`src/hw/rtl/detc_pkg.sv`:
```
// Shared constants, register codes and configuration type of the turn counter.
package detc_pkg;

    // Single-turn resolution of each encoder (power of two)
    localparam int TICKS_PER_TURN = 65536;
    localparam int TICKS_LOG2     = $clog2(TICKS_PER_TURN);

    // Field widths
    localparam int READING_W = 16;
    localparam int TEETH_W   = 8;
    localparam int COEF_W    = 9;
    localparam int TURN_W    = 9;

    // Stream widths, whole bytes
    localparam int S_TDATA_W = 32;
    localparam int M_TDATA_W = 16;

    // Configuration port
    localparam int CFG_ADDR_W = 3;
    localparam int CFG_DATA_W = 9;

    // Datapath widths: weighted sum, its quotient by the turn size, coefficient product
    localparam int SUM_W  = READING_W + TEETH_W + 2;
    localparam int QUO_W  = SUM_W - TICKS_LOG2;
    localparam int PROD_W = TEETH_W + COEF_W;

    // Register indexes
    typedef enum logic [CFG_ADDR_W-1:0] {
        REG_NEW_DEVICE_MODE     = 3'd0,
        REG_HAND_SIDE           = 3'd1,
        REG_FIRST_WHEEL_TEETH   = 3'd2,
        REG_SECOND_WHEEL_TEETH  = 3'd3,
        REG_INVERSE_COEFFICIENT = 3'd4
    } cfg_reg_t;

    // Register file contents, handed to the datapath stages
    typedef struct packed {
        logic                      new_device_mode;
        logic                      hand_side;
        logic [TEETH_W-1:0]        first_wheel_teeth;
        logic [TEETH_W-1:0]        second_wheel_teeth;
        logic signed [COEF_W-1:0]  inverse_coefficient;
    } cfg_t;

endpackage

```
`src/hw/rtl/dual_encoder_turn_count.sv`:
```
// Pipeline order from s_ beat to m_ beat: front, quotient remainder, mix, product remainder, back.
// Throughput: one beat per cycle while m_tready is not held low; the two remainder pipelines (two
// quotient bits per stage, 7 and 11 stages) set the depth. Every stage holds a valid bit and takes a new
// beat whenever it is empty, so bubbles close up while the output waits.
// Reset: synchronous, active low; clears all valid bits and loads the register
// defaults. No clearing pass; the block takes beats in the first cycle after reset.
module dual_encoder_turn_count (
    input  logic                               aclk,
    input  logic                               aresetn,
    // s_tdata: [15:0] first_reading, [31:16] second_reading
    input  logic                               s_tvalid,
    output logic                               s_tready,
    input  logic [detc_pkg::S_TDATA_W-1:0]     s_tdata,
    // m_tdata: [8:0] turn_count, [15:9] zero
    output logic                               m_tvalid,
    input  logic                               m_tready,
    output logic [detc_pkg::M_TDATA_W-1:0]     m_tdata,
    input  logic                               cfg_wr_en,
    input  logic [detc_pkg::CFG_ADDR_W-1:0]    cfg_addr,
    input  logic [detc_pkg::CFG_DATA_W-1:0]    cfg_wr_data
);
    import detc_pkg::*;

    cfg_t                     cfg_reg;

    logic                     f_valid;
    logic                     f_ready;
    logic signed [QUO_W-1:0]  f_quo;
    logic                     f_round;

    logic                     r1_valid;
    logic                     r1_ready;
    logic [TEETH_W-1:0]       r1_rem;
    logic                     r1_round;

    logic                     x_valid;
    logic                     x_ready;
    logic signed [PROD_W-1:0] x_prod;

    logic                     r2_valid;
    logic                     r2_ready;
    logic [TEETH_W-1:0]       r2_rem;
    logic                     r2_side;

    logic [TURN_W-1:0]        turn_count;

    // Register file writes
    always_ff @(posedge aclk) begin
        if (!aresetn) begin
            cfg_reg.new_device_mode     <= 1'b0;
            cfg_reg.hand_side           <= 1'b0;
            cfg_reg.first_wheel_teeth   <= TEETH_W'(1);
            cfg_reg.second_wheel_teeth  <= TEETH_W'(1);
            cfg_reg.inverse_coefficient <= '0;
        end else if (cfg_wr_en) begin
            unique case (cfg_reg_t'(cfg_addr))
                REG_NEW_DEVICE_MODE: begin
                    cfg_reg.new_device_mode <= cfg_wr_data[0];
                end
                REG_HAND_SIDE: begin
                    cfg_reg.hand_side <= cfg_wr_data[0];
                end
                REG_FIRST_WHEEL_TEETH: begin
                    cfg_reg.first_wheel_teeth <= cfg_wr_data[TEETH_W-1:0];
                end
                REG_SECOND_WHEEL_TEETH: begin
                    cfg_reg.second_wheel_teeth <= cfg_wr_data[TEETH_W-1:0];
                end
                REG_INVERSE_COEFFICIENT: begin
                    cfg_reg.inverse_coefficient <= $signed(cfg_wr_data[COEF_W-1:0]);
                end
                default: begin
                end
            endcase
        end
    end

    // Weighted sum and turn quotient
    detc_front u_front (
        .aclk           (aclk),
        .aresetn        (aresetn),
        .cfg            (cfg_reg),
        .in_valid       (s_tvalid),
        .in_ready       (s_tready),
        .first_reading  ($signed(s_tdata[READING_W-1:0])),
        .second_reading ($signed(s_tdata[2*READING_W-1:READING_W])),
        .out_valid      (f_valid),
        .out_ready      (f_ready),
        .quo            (f_quo),
        .round_up       (f_round)
    );

    // Quotient modulo N2, round bit rides along
    detc_rem #(
        .DW (QUO_W),
        .SW (1)
    ) u_rem_quo (
        .aclk        (aclk),
        .aresetn     (aresetn),
        .divisor     (cfg_reg.second_wheel_teeth),
        .in_valid    (f_valid),
        .in_ready    (f_ready),
        .in_dividend (f_quo),
        .in_side     (f_round),
        .out_valid   (r1_valid),
        .out_ready   (r1_ready),
        .out_rem     (r1_rem),
        .out_side    (r1_round)
    );

    // Rounded estimate times inverse
    detc_mix u_mix (
        .aclk      (aclk),
        .aresetn   (aresetn),
        .cfg       (cfg_reg),
        .in_valid  (r1_valid),
        .in_ready  (r1_ready),
        .quo_mod   (r1_rem),
        .round_up  (r1_round),
        .out_valid (x_valid),
        .out_ready (x_ready),
        .prod      (x_prod)
    );

    // Product modulo N2
    detc_rem #(
        .DW (PROD_W),
        .SW (1)
    ) u_rem_prod (
        .aclk        (aclk),
        .aresetn     (aresetn),
        .divisor     (cfg_reg.second_wheel_teeth),
        .in_valid    (x_valid),
        .in_ready    (x_ready),
        .in_dividend (x_prod),
        .in_side     (1'b0),
        .out_valid   (r2_valid),
        .out_ready   (r2_ready),
        .out_rem     (r2_rem),
        .out_side    (r2_side)
    );

    // Mode mapping and output register; the spare side bit is constant zero
    detc_back u_back (
        .aclk       (aclk),
        .aresetn    (aresetn),
        .cfg        (cfg_reg),
        .in_valid   (r2_valid && !r2_side),
        .in_ready   (r2_ready),
        .residue    (r2_rem),
        .out_valid  (m_tvalid),
        .out_ready  (m_tready),
        .turn_count (turn_count)
    );

    assign m_tdata = M_TDATA_W'(turn_count);

endmodule

```
`src/hw/rtl/detc_front.sv`:
```
// Front stages: weighted sum of the two readings, split into turn quotient and round bit.
module detc_front (
    input  logic                                  aclk,
    input  logic                                  aresetn,
    input  detc_pkg::cfg_t                        cfg,
    input  logic                                  in_valid,
    output logic                                  in_ready,
    input  logic signed [detc_pkg::READING_W-1:0] first_reading,
    input  logic signed [detc_pkg::READING_W-1:0] second_reading,
    output logic                                  out_valid,
    input  logic                                  out_ready,
    output logic signed [detc_pkg::QUO_W-1:0]     quo,
    output logic                                  round_up
);
    import detc_pkg::*;

    localparam int PRD_W = READING_W + TEETH_W + 1;

    logic                    v0_reg;
    logic                    v1_reg;
    logic signed [PRD_W-1:0] prod1_reg;
    logic signed [PRD_W-1:0] prod2_reg;
    logic signed [PRD_W-1:0] prod1_next;
    logic signed [PRD_W-1:0] prod2_next;
    logic signed [SUM_W-1:0] sum_next;
    logic signed [QUO_W-1:0] quo_reg;
    logic                    round_reg;
    logic                    flip;
    logic                    rdy0;
    logic                    rdy1;

    // A stage takes a beat when it is empty or its content moves on
    assign rdy1     = !v1_reg || out_ready;
    assign rdy0     = !v0_reg || rdy1;
    assign in_ready = rdy0;

    // Left side in the newer mode uses the second reading negated
    assign flip = cfg.new_device_mode && cfg.hand_side;

    // Stage 0: tooth-weighted readings
    assign prod1_next = $signed({1'b0, cfg.first_wheel_teeth}) * first_reading;
    assign prod2_next = $signed({1'b0, cfg.second_wheel_teeth}) * second_reading;

    // Stage 1: -N2*p2 - N1*p1, or N2*p2 - N1*p1 when flipped; upper bits are the floored turn quotient
    always_comb begin
        if (flip) begin
            sum_next = SUM_W'(prod2_reg) - SUM_W'(prod1_reg);
        end else begin
            sum_next = -SUM_W'(prod2_reg) - SUM_W'(prod1_reg);
        end
    end

    always_ff @(posedge aclk) begin
        if (!aresetn) begin
            v0_reg <= 1'b0;
            v1_reg <= 1'b0;
        end else begin
            if (rdy0) begin
                v0_reg <= in_valid;
            end
            if (rdy1) begin
                v1_reg <= v0_reg;
            end
        end
    end

    always_ff @(posedge aclk) begin
        if (rdy0 && in_valid) begin
            prod1_reg <= prod1_next;
            prod2_reg <= prod2_next;
        end
        if (rdy1 && v0_reg) begin
            quo_reg   <= sum_next[SUM_W-1:TICKS_LOG2];
            round_reg <= sum_next[TICKS_LOG2-1];
        end
    end

    assign out_valid = v1_reg;
    assign quo       = quo_reg;
    assign round_up  = round_reg;

endmodule

```
`src/hw/rtl/detc_rem.sv`:
```
// Pipelined floored remainder of a signed value by an 8-bit divisor, two bits per stage.
module detc_rem #(
    parameter int DW = 10,
    parameter int SW = 1
) (
    input  logic                              aclk,
    input  logic                              aresetn,
    input  logic [detc_pkg::TEETH_W-1:0]      divisor,
    input  logic                              in_valid,
    output logic                              in_ready,
    input  logic signed [DW-1:0]              in_dividend,
    input  logic [SW-1:0]                     in_side,
    output logic                              out_valid,
    input  logic                              out_ready,
    output logic [detc_pkg::TEETH_W-1:0]      out_rem,
    output logic [SW-1:0]                     out_side
);
    import detc_pkg::*;

    localparam int NST = (DW + 1) / 2;
    localparam int MW  = 2 * NST;
    localparam int NS  = NST + 2;

    // One restoring step: shift in a dividend bit, subtract the divisor if it fits
    function automatic logic [TEETH_W-1:0] rem_step(input logic [TEETH_W-1:0] r,
                                                    input logic b,
                                                    input logic [TEETH_W-1:0] d);
        logic [TEETH_W:0] t;
        logic [TEETH_W:0] diff;
        t    = {r, b};
        diff = t - {1'b0, d};
        return (t >= {1'b0, d}) ? diff[TEETH_W-1:0] : t[TEETH_W-1:0];
    endfunction

    logic               v_reg    [NS];
    logic [MW-1:0]      mag_reg  [NS];
    logic [TEETH_W-1:0] rem_reg  [NS];
    logic               neg_reg  [NS];
    logic [SW-1:0]      side_reg [NS];

    logic               v_next    [NS];
    logic [MW-1:0]      mag_next  [NS];
    logic [TEETH_W-1:0] rem_next  [NS];
    logic               neg_next  [NS];
    logic [SW-1:0]      side_next [NS];

    logic               rdy [NS+1];
    logic [DW-1:0]      mag_abs;

    // Magnitude of the dividend; the most negative value maps to its unsigned twin
    assign mag_abs = in_dividend[DW-1] ? DW'(-in_dividend) : in_dividend;

    assign rdy[NS]  = out_ready;
    assign in_ready = rdy[0];

    for (genvar k = 0; k < NS; k++) begin : g_stage
        if (k == 0) begin : g_entry
            // Load magnitude, clear partial remainder
            assign v_next[k]    = in_valid;
            assign mag_next[k]  = MW'(mag_abs);
            assign rem_next[k]  = '0;
            assign neg_next[k]  = in_dividend[DW-1];
            assign side_next[k] = in_side;
        end else if (k < NS - 1) begin : g_div
            logic [TEETH_W-1:0] r1;
            // Two dividend bits, most significant first
            assign r1           = rem_step(rem_reg[k-1], mag_reg[k-1][MW-1], divisor);
            assign rem_next[k]  = rem_step(r1, mag_reg[k-1][MW-2], divisor);
            assign mag_next[k]  = mag_reg[k-1] << 2;
            assign v_next[k]    = v_reg[k-1];
            assign neg_next[k]  = neg_reg[k-1];
            assign side_next[k] = side_reg[k-1];
        end else begin : g_fix
            // Negative dividend with nonzero remainder: fold into [0, divisor)
            assign rem_next[k]  = (neg_reg[k-1] && (rem_reg[k-1] != '0))
                                  ? divisor - rem_reg[k-1] : rem_reg[k-1];
            assign mag_next[k]  = mag_reg[k-1];
            assign v_next[k]    = v_reg[k-1];
            assign neg_next[k]  = neg_reg[k-1];
            assign side_next[k] = side_reg[k-1];
        end

        // Take a beat when empty or when the content moves on
        assign rdy[k] = !v_reg[k] || rdy[k+1];

        always_ff @(posedge aclk) begin
            if (!aresetn) begin
                v_reg[k] <= 1'b0;
            end else if (rdy[k]) begin
                v_reg[k] <= v_next[k];
            end
        end

        always_ff @(posedge aclk) begin
            if (rdy[k] && v_next[k]) begin
                mag_reg[k]  <= mag_next[k];
                rem_reg[k]  <= rem_next[k];
                neg_reg[k]  <= neg_next[k];
                side_reg[k] <= side_next[k];
            end
        end
    end

    assign out_valid = v_reg[NS-1];
    assign out_rem   = rem_reg[NS-1];
    assign out_side  = side_reg[NS-1];

endmodule

```
`src/hw/rtl/detc_mix.sv`:
```
// Rounded turn estimate times the inverse coefficient.
module detc_mix (
    input  logic                                aclk,
    input  logic                                aresetn,
    input  detc_pkg::cfg_t                      cfg,
    input  logic                                in_valid,
    output logic                                in_ready,
    input  logic [detc_pkg::TEETH_W-1:0]        quo_mod,
    input  logic                                round_up,
    output logic                                out_valid,
    input  logic                                out_ready,
    output logic signed [detc_pkg::PROD_W-1:0]  prod
);
    import detc_pkg::*;

    logic                      v_reg;
    logic signed [PROD_W-1:0]  prod_reg;
    logic [TEETH_W:0]          x_sum;
    logic [TEETH_W-1:0]        x;
    logic signed [PROD_W:0]    prod_full;
    logic                      rdy;

    assign rdy      = !v_reg || out_ready;
    assign in_ready = rdy;

    // Round to nearest turn, then weight by the inverse; the estimate stays below 256
    assign x_sum     = {1'b0, quo_mod} + (TEETH_W+1)'(round_up);
    assign x         = x_sum[TEETH_W-1:0];
    assign prod_full = $signed({1'b0, x}) * cfg.inverse_coefficient;

    always_ff @(posedge aclk) begin
        if (!aresetn) begin
            v_reg <= 1'b0;
        end else if (rdy) begin
            v_reg <= in_valid;
        end
    end

    always_ff @(posedge aclk) begin
        if (rdy && in_valid) begin
            prod_reg <= prod_full[PROD_W-1:0];
        end
    end

    assign out_valid = v_reg;
    assign prod      = prod_reg;

endmodule

```
`src/hw/rtl/detc_back.sv`:
```
// Output stage: map the residue to a signed turn count per mode and hold the result beat.
module detc_back (
    input  logic                                aclk,
    input  logic                                aresetn,
    input  detc_pkg::cfg_t                      cfg,
    input  logic                                in_valid,
    output logic                                in_ready,
    input  logic [detc_pkg::TEETH_W-1:0]        residue,
    output logic                                out_valid,
    input  logic                                out_ready,
    output logic [detc_pkg::TURN_W-1:0]         turn_count
);
    import detc_pkg::*;

    logic               v_reg;
    logic [TURN_W-1:0]  turn_reg;
    logic [TURN_W-1:0]  turn_next;
    logic [TEETH_W-1:0] half;
    logic [TEETH_W:0]   shifted;
    logic [TEETH_W:0]   wrapped;
    logic               rdy;

    assign rdy      = !v_reg || out_ready;
    assign in_ready = rdy;

    // Symmetric wrap: ((a + N2/2) mod N2) - N2/2, one subtract suffices
    assign half    = cfg.second_wheel_teeth >> 1;
    assign shifted = {1'b0, residue} + {1'b0, half};
    assign wrapped = (shifted >= {1'b0, cfg.second_wheel_teeth})
                     ? shifted - {1'b0, cfg.second_wheel_teeth} : shifted;

    always_comb begin
        priority if (cfg.second_wheel_teeth == '0) begin
            turn_next = '0;
        end else if (!cfg.new_device_mode) begin
            turn_next = wrapped - {1'b0, half};
        end else if (cfg.hand_side) begin
            turn_next = {1'b0, residue};
        end else if (residue == '0) begin
            turn_next = '0;
        end else begin
            turn_next = {1'b0, residue} - {1'b0, cfg.second_wheel_teeth};
        end
    end

    always_ff @(posedge aclk) begin
        if (!aresetn) begin
            v_reg <= 1'b0;
        end else if (rdy) begin
            v_reg <= in_valid;
        end
    end

    always_ff @(posedge aclk) begin
        if (rdy && in_valid) begin
            turn_reg <= turn_next;
        end
    end

    assign out_valid  = v_reg;
    assign turn_count = turn_reg;

endmodule

```
`config.mk`:
```
export PLATFORM = sky130hd
export DESIGN_NAME = dual_encoder_turn_count
export DESIGN_NICKNAME = d
export VERILOG_FILES = /design/src/hw/rtl/detc_pkg.sv /design/src/hw/rtl/dual_encoder_turn_count.sv /design/src/hw/rtl/detc_front.sv /design/src/hw/rtl/detc_rem.sv /design/src/hw/rtl/detc_mix.sv /design/src/hw/rtl/detc_back.sv
export SDC_FILE = /design/constraint.sdc
export NUM_CORES = 2
export LEC_CHECK = 0
export BUFFER_PORTS_ARGS = -buffer_cell sky130_fd_sc_hd__buf_2
export CAP_MARGIN = 10
export CORE_MARGIN = 2
export CORE_UTILIZATION = 59
export CTS_CLUSTER_SIZE = 12
export DETAILED_ROUTE_END_ITERATION = 7
export PLACE_DENSITY_LB_ADDON = 0.08
export SYNTH_ARGS = -nofsm -noshare
export SYNTH_HDL_FRONTEND = slang
export SYNTH_SLANG_ARGS = --single-unit
```
`constraint.sdc`:
```
create_clock -name aclk -period 8.9 [get_ports aclk]
set_clock_uncertainty 0.1 [all_clocks]
set_input_delay 1.78 -clock aclk [delete_from_list [all_inputs] [get_ports aclk]]
set_output_delay 1.78 -clock aclk [all_outputs]
set_load 0.02 [all_outputs]
```
; Word level (Yosys, flattened, before mapping)
; Memories as Yosys holds them, arrays and structs flattened.
; Index checks and enable logic that the tools add are counted.
[classes]
n_reduce_logical = 81
eq_ne = 4
multipliers = 3
magnitude_cmp = 29
muxes = 146
bitwise_logic = 18
add_sub_neg = 40
[ops]
columns = operator, count
row1 = >= comparator 9 x 8 -> 1 bit, 29
row2 = two-way mux 8 bit, 30
row3 = subtractor 8 bit, 30
row4 = two-way mux 1 bit, 109
row5 = multiplier 9 x 16 -> 25 bit, 2
row6 = two-way mux 9 bit, 4
row7 = logical AND 1 bit, 26
row8 = two-way mux 26 bit, 1
row9 = negator 25 -> 26 bit, 1
row10 = subtractor 25 x 25 -> 26 bit, 1
row11 = subtractor 26 x 25 -> 26 bit, 1
row12 = zero test 1 bit, 23
row13 = logical OR 1 bit, 22
row14 = OR 1 bit, 18
row15 = multiplier 9 x 9 -> 17 bit, 1
row16 = two-way mux 17 bit, 1
row17 = negator 17 bit, 1
row18 = zero test 8 bit, 2
row19 = nonzero test 8 bit, 2
row20 = two-way mux 10 bit, 1
row21 = negator 10 bit, 1
row22 = AND reduction 2 bit, 5
row23 = adder 8 x 7 -> 9 bit, 1
row24 = subtractor 8 x 8 -> 9 bit, 1
row25 = 7 further kinds, 8
[totals]
mem_count = 10
output_inout_bits = 18
register_bits = 118
ram_bits = 466
[memory_table]
columns = memory, depth, word_bits, rd, rd_ports_with_merged_regs, wr, line
row1 = u_rem_prod.mag_reg, 11, 18, 10, 0, 11, detc_rem.sv:36  ; logic [MW-1:0] mag_reg [NS];
row2 = u_rem_prod.rem_reg, 11, 8, 11, 0, 11, detc_rem.sv:37  ; logic [TEETH_W-1:0] rem_reg [NS];
row3 = u_rem_quo.mag_reg, 7, 10, 6, 0, 7, detc_rem.sv:36
row4 = u_rem_quo.rem_reg, 7, 8, 7, 0, 7, detc_rem.sv:37
row5 = u_rem_prod.neg_reg, 11, 1, 10, 0, 11, detc_rem.sv:38  ; logic neg_reg [NS];
row6 = u_rem_prod.side_reg, 11, 1, 11, 0, 11, detc_rem.sv:39  ; logic [SW-1:0] side_reg [NS];
row7 = +4 memories, n/a, n/a, n/a, n/a, n/a, n/a

; Logic depth before layout (Yosys ltp)
[depth]
ltp_word = 25
ltp_mapped = 28
mapped_depth_nobuf = 27

; Cells and area by module
; From an unflattened synthesis, not the netlist that was laid out.
[hier_totals]
cells_unflattened = 4092
area_unflattened_um2 = 40884.2
[by_module_without_submodules]
columns = module, area_per_inst_um2, cells_per_inst, seq_area_each_um2, n_inst
row1 = detc_rem (u_rem_prod), 14077.3, 1284, 6025.8, 1
row2 = detc_front, 13257.7, 1449, 1871.8, 1
row3 = detc_rem (u_rem_quo), 7389.6, 702, 2932.8, 1
row4 = detc_mix, 3120.5, 309, 530.5, 1
row5 = detc_back, 1919.3, 236, 290.3, 1
row6 = dual_encoder_turn_count, 1119.8, 112, 540.5, 1

; Worst setup path before layout
; No wires, ideal clock.
[synth_timing]
path_kind = register -> register
startpoint = register cfg_reg[10] (netlist name)
endpoint = memory u_rem_prod.rem_reg[7][2], data pin
setup_slack_ns = 2.342
t_required_ns = 8.540
path_stages_with_launch = 25
arrival_time_ns = 6.199
period_less_slack_ns = 6.558
path_cell_list = dfxtp_1 > clkbuf_1 > inv_1 > ha_1 > nor2b_1 > o21ai_2 > a21boi_1 > o21ai_2 > a21boi_1 > o21ai_2 > a2bb2oi_2 > nand2_1 > o21ai_0 > inv_1 > ha_1 > nor2b_1 > o21ai_2 > a21boi_1 > o21ai_1 > nand2b_1 > a21o_1 > a21o_1 > o21bai_1 > a221oi_4 > mux2_2
[synth_lines]
columns = item, line
row1 = "start, declared", dual_encoder_turn_count.sv:24  ; cfg_t cfg_reg;
row2 = "end, declared", detc_rem.sv:37

==> metrics.csv <==
stage,metric,value,unit
routing,vias,26800,
synth,seq_area_frac_synth,0.300,
synth,syn_inst,3878,
synth,synth_mux_area_frac,0.0470,
synth,ys_ff_latch,406,
die,fp-row-count,94,
clocking,root_buffer,clkbuf_16,
placement,portBuffers,59,
final_layout,final_cell_mix,"inv_1 (545), ha_1 (479), edfxtp_1 (373), nand2_1 (328), fa_1 (279)",
worst_setup_path,slowest_stage,xnor2_1,
clocking,clockBufferDepth,3,
worst_setup_path,cp.arrival,6.56,ns
routing,vias_per_cell,5.49,
synth,avgSynthCellArea,10.2,um2
global_route,grt_max_degree,66,
power_and_ir_drop,clkPwrFrac,0.373,
final_layout,post_route_cells_drive_above_1_share,0.105,
worst_setup_path,crit_buf_inv,3,
synth,synth_top_family_by_area,adder cells,
power_and_ir_drop,combPwrFrac,0.230,
power_and_ir_drop,power,5.60,mW
final_layout,n_antenna_cell,0,
synth,async_flop_share,0,
power_and_ir_drop,pwr-share-seq,0.397,
final_layout,final_area,42700,um2
synth,yosysWarnings,0,
worst_setup_path,worstSetupPathType,flip-flop to flip-flop,
final_layout,syn_to_final_growth,7.96,%
die,dieArea,69100,um2
timing,period_minus_slack,6.33,ns
placement,gp_congestion,0.863,
worst_setup_path,start_kind,flip-flop,
synth,synth-compound-area-share,0.108,
routing,wl,82.2,mm
run_status,status,completed,
global_route,grt_usage,0.245,
timing,setup_viol,0,
clocking,hold_buffers,0,
synth,synthXorXnorAreaFrac,0.0552,
routing,drc_errors,0,
global_route,overflow,0,
timing,rsz0062_at_grt,false,
clocking,h-tree-depth,2,
clocking,cts_buffers,48,
clocking,clkLatencyLatePin,0.59,ns
global_route,grt_pass1_vias,27200,
power_and_ir_drop,p_int,4.05,mW
worst_setup_path,end_kind,flip-flop,
worst_setup_path,path_delay_family,adder cells,
die,start_util,0.599,
final_layout,mostFrequentLayoutCell,inv_1,
timing,setup-tns-final,0,ns
timing,tightest_slew,1.22,ns
final_layout,multiInputGateArea,25400,um2
power_and_ir_drop,swShare,0.277,
synth,yosys.area_share.adder,0.293,
clocking,cts_setup_buffers,0,
worst_setup_path,cpPeakStageDelay,0.58,ns
clocking,cts_tree,yes,
final_layout,largest_reg_flops,89,
synth,synthFlopType,edfxtp_1,
global_route,antenna_found_initial,0,
placement,hpwlAfterDp,63.3,mm
die,fp.dieW,263,um
routing,drt_iter0_drc,1322,
routing,drt_first_pass_iters,5,
timing,finalMaxSlewViolations,0,
die,coreArea,66000,um2
synth,synth_edf_count,373,
power_and_ir_drop,p_leak,19.1,nW
timing,relSlewSlack,0.180,
worst_setup_path,path_max_fanout,9,
worst_setup_path,rrSetupSlack,2.57,ns
final_layout,nNetsFinal,4779,
power_and_ir_drop,p_sw,1.55,mW
final_layout,post-route-util,0.647,
clocking,clkTransAtPathRegs,0.06,ns
final_layout,regArea,11900,um2
synth,synthSimpleGateAreaFrac,0.138,
synth,ys_types,79,
power_and_ir_drop,powerDensity,131,nW/um2
timing,hold_violations,0,
worst_setup_path,critPathRequiredTime,9.13,ns
clocking,cts-resized-gates,0,
clocking,clkSinkCount,406,
routing,antenna_left,0,
die,die_y,263,um
power_and_ir_drop,ir_drop,0.153,mV
timing,post-route-period-util,0.711,
synth,netlist_area,39500,um2
die,io_pins,67,
run,maxCapViolations,0,
timing,fmaxAchievable,158,MHz
placement,place_area,40900,um2
final_layout,fillers,5450,
global_route,grt_pass1_wl,138,mm
routing,drt-wirelength-per-cell,16.9,um
worst_hold_path,hold_path.class,flip-flop to flip-flop,
==> power by group through the flow <==
stage	clock [mW]	sequential, mW	combinational [mW]
after floorplan	0	2.24	1.02
after global placement	0	2.26	1.26
after detailed placement	0	2.26	1.28
after CTS	2.14	2.22	1.30
after global routing	2.21	2.23	1.47
final	2.09	2.22	1.29
==> per-layer routing <==
layer / vias up / wire (um) / track usage
met3: 116 / 2470 / 0.0217
li1: 13300 / - / -
met5: - / 0 / 0
met2: 390 / 41500 / 0.443
met1: 12900 / 36000 / 0.313
met4: 0 / 2160 / 0.0671
==> per-stage QoR <==
stage | worst slack [ns] | hold slack [ns] | cells
finish | 2.57 | 0.310 | 4876
floorplan | 2.34 | 0.300 | 3884
detailed placement | 2.10 | 0.305 | 4783
global placement | 2.13 | 0.300 | 4783
global route | 2.16 | 0.320 | 4876
CTS | 2.54 | 0.314 | 4873
==> final cells by class <==
type	instances	area share
clock inverters	28	0.00927
repair buffers	94	0.0133
flip-flops and latches	406	0.278
inverters	551	0.0485
clock buffers	62	0.0303
well taps	864	0.0253
multi-input cells	2871	0.595
==> worst paths after layout <==
check        cells after the start                         startpoint                           endpoint
max                             25  u_rem_quo.rem_reg[6][0]$_DFFE_PP_           u_mix.prod[15]$_DFFE_PP_
min                              0  u_rem_quo.mag_reg[1][7]$_DFFE_PP_  u_rem_quo.mag_reg[2][9]$_DFFE_PP_
max reg2reg                     25  u_rem_quo.rem_reg[6][0]$_DFFE_PP_           u_mix.prod[15]$_DFFE_PP_
min reg2reg                      0  u_rem_quo.mag_reg[1][7]$_DFFE_PP_  u_rem_quo.mag_reg[2][9]$_DFFE_PP_
==> synth_stat cells (all sizes together) (70+ instances only) <==
| master | instances | area, um2 |
|---|---|---|
| inv | 551 | 2070 |
| ha | 479 | 5990 |
| edfxtp | 373 | 11200 |
| nand2 | 329 | 1240 |
| fa | 279 | 5590 |
| nor2 | 230 | 873 |
| and2 | 207 | 1290 |
| o21ai | 183 | 1100 |
| xnor2 | 178 | 1560 |
| a21oi | 146 | 734 |
| mux2 | 125 | 1410 |
| nor2b | 84 | 526 |
| xor2 | 71 | 622 |
| a21boi | 70 | 529 |
==> kinds of logic after synthesis <==
family / after synthesis
AOI/OAI and AO/OA: 593
xor gates and xnor gates: 249
adders and majority gates: 758
buffers and inverters: 607
DFF: 406
muxes: 170
other: 1
and+or+nand+nor: 1094
Note: power is estimated with default switching activity, not from simulation.
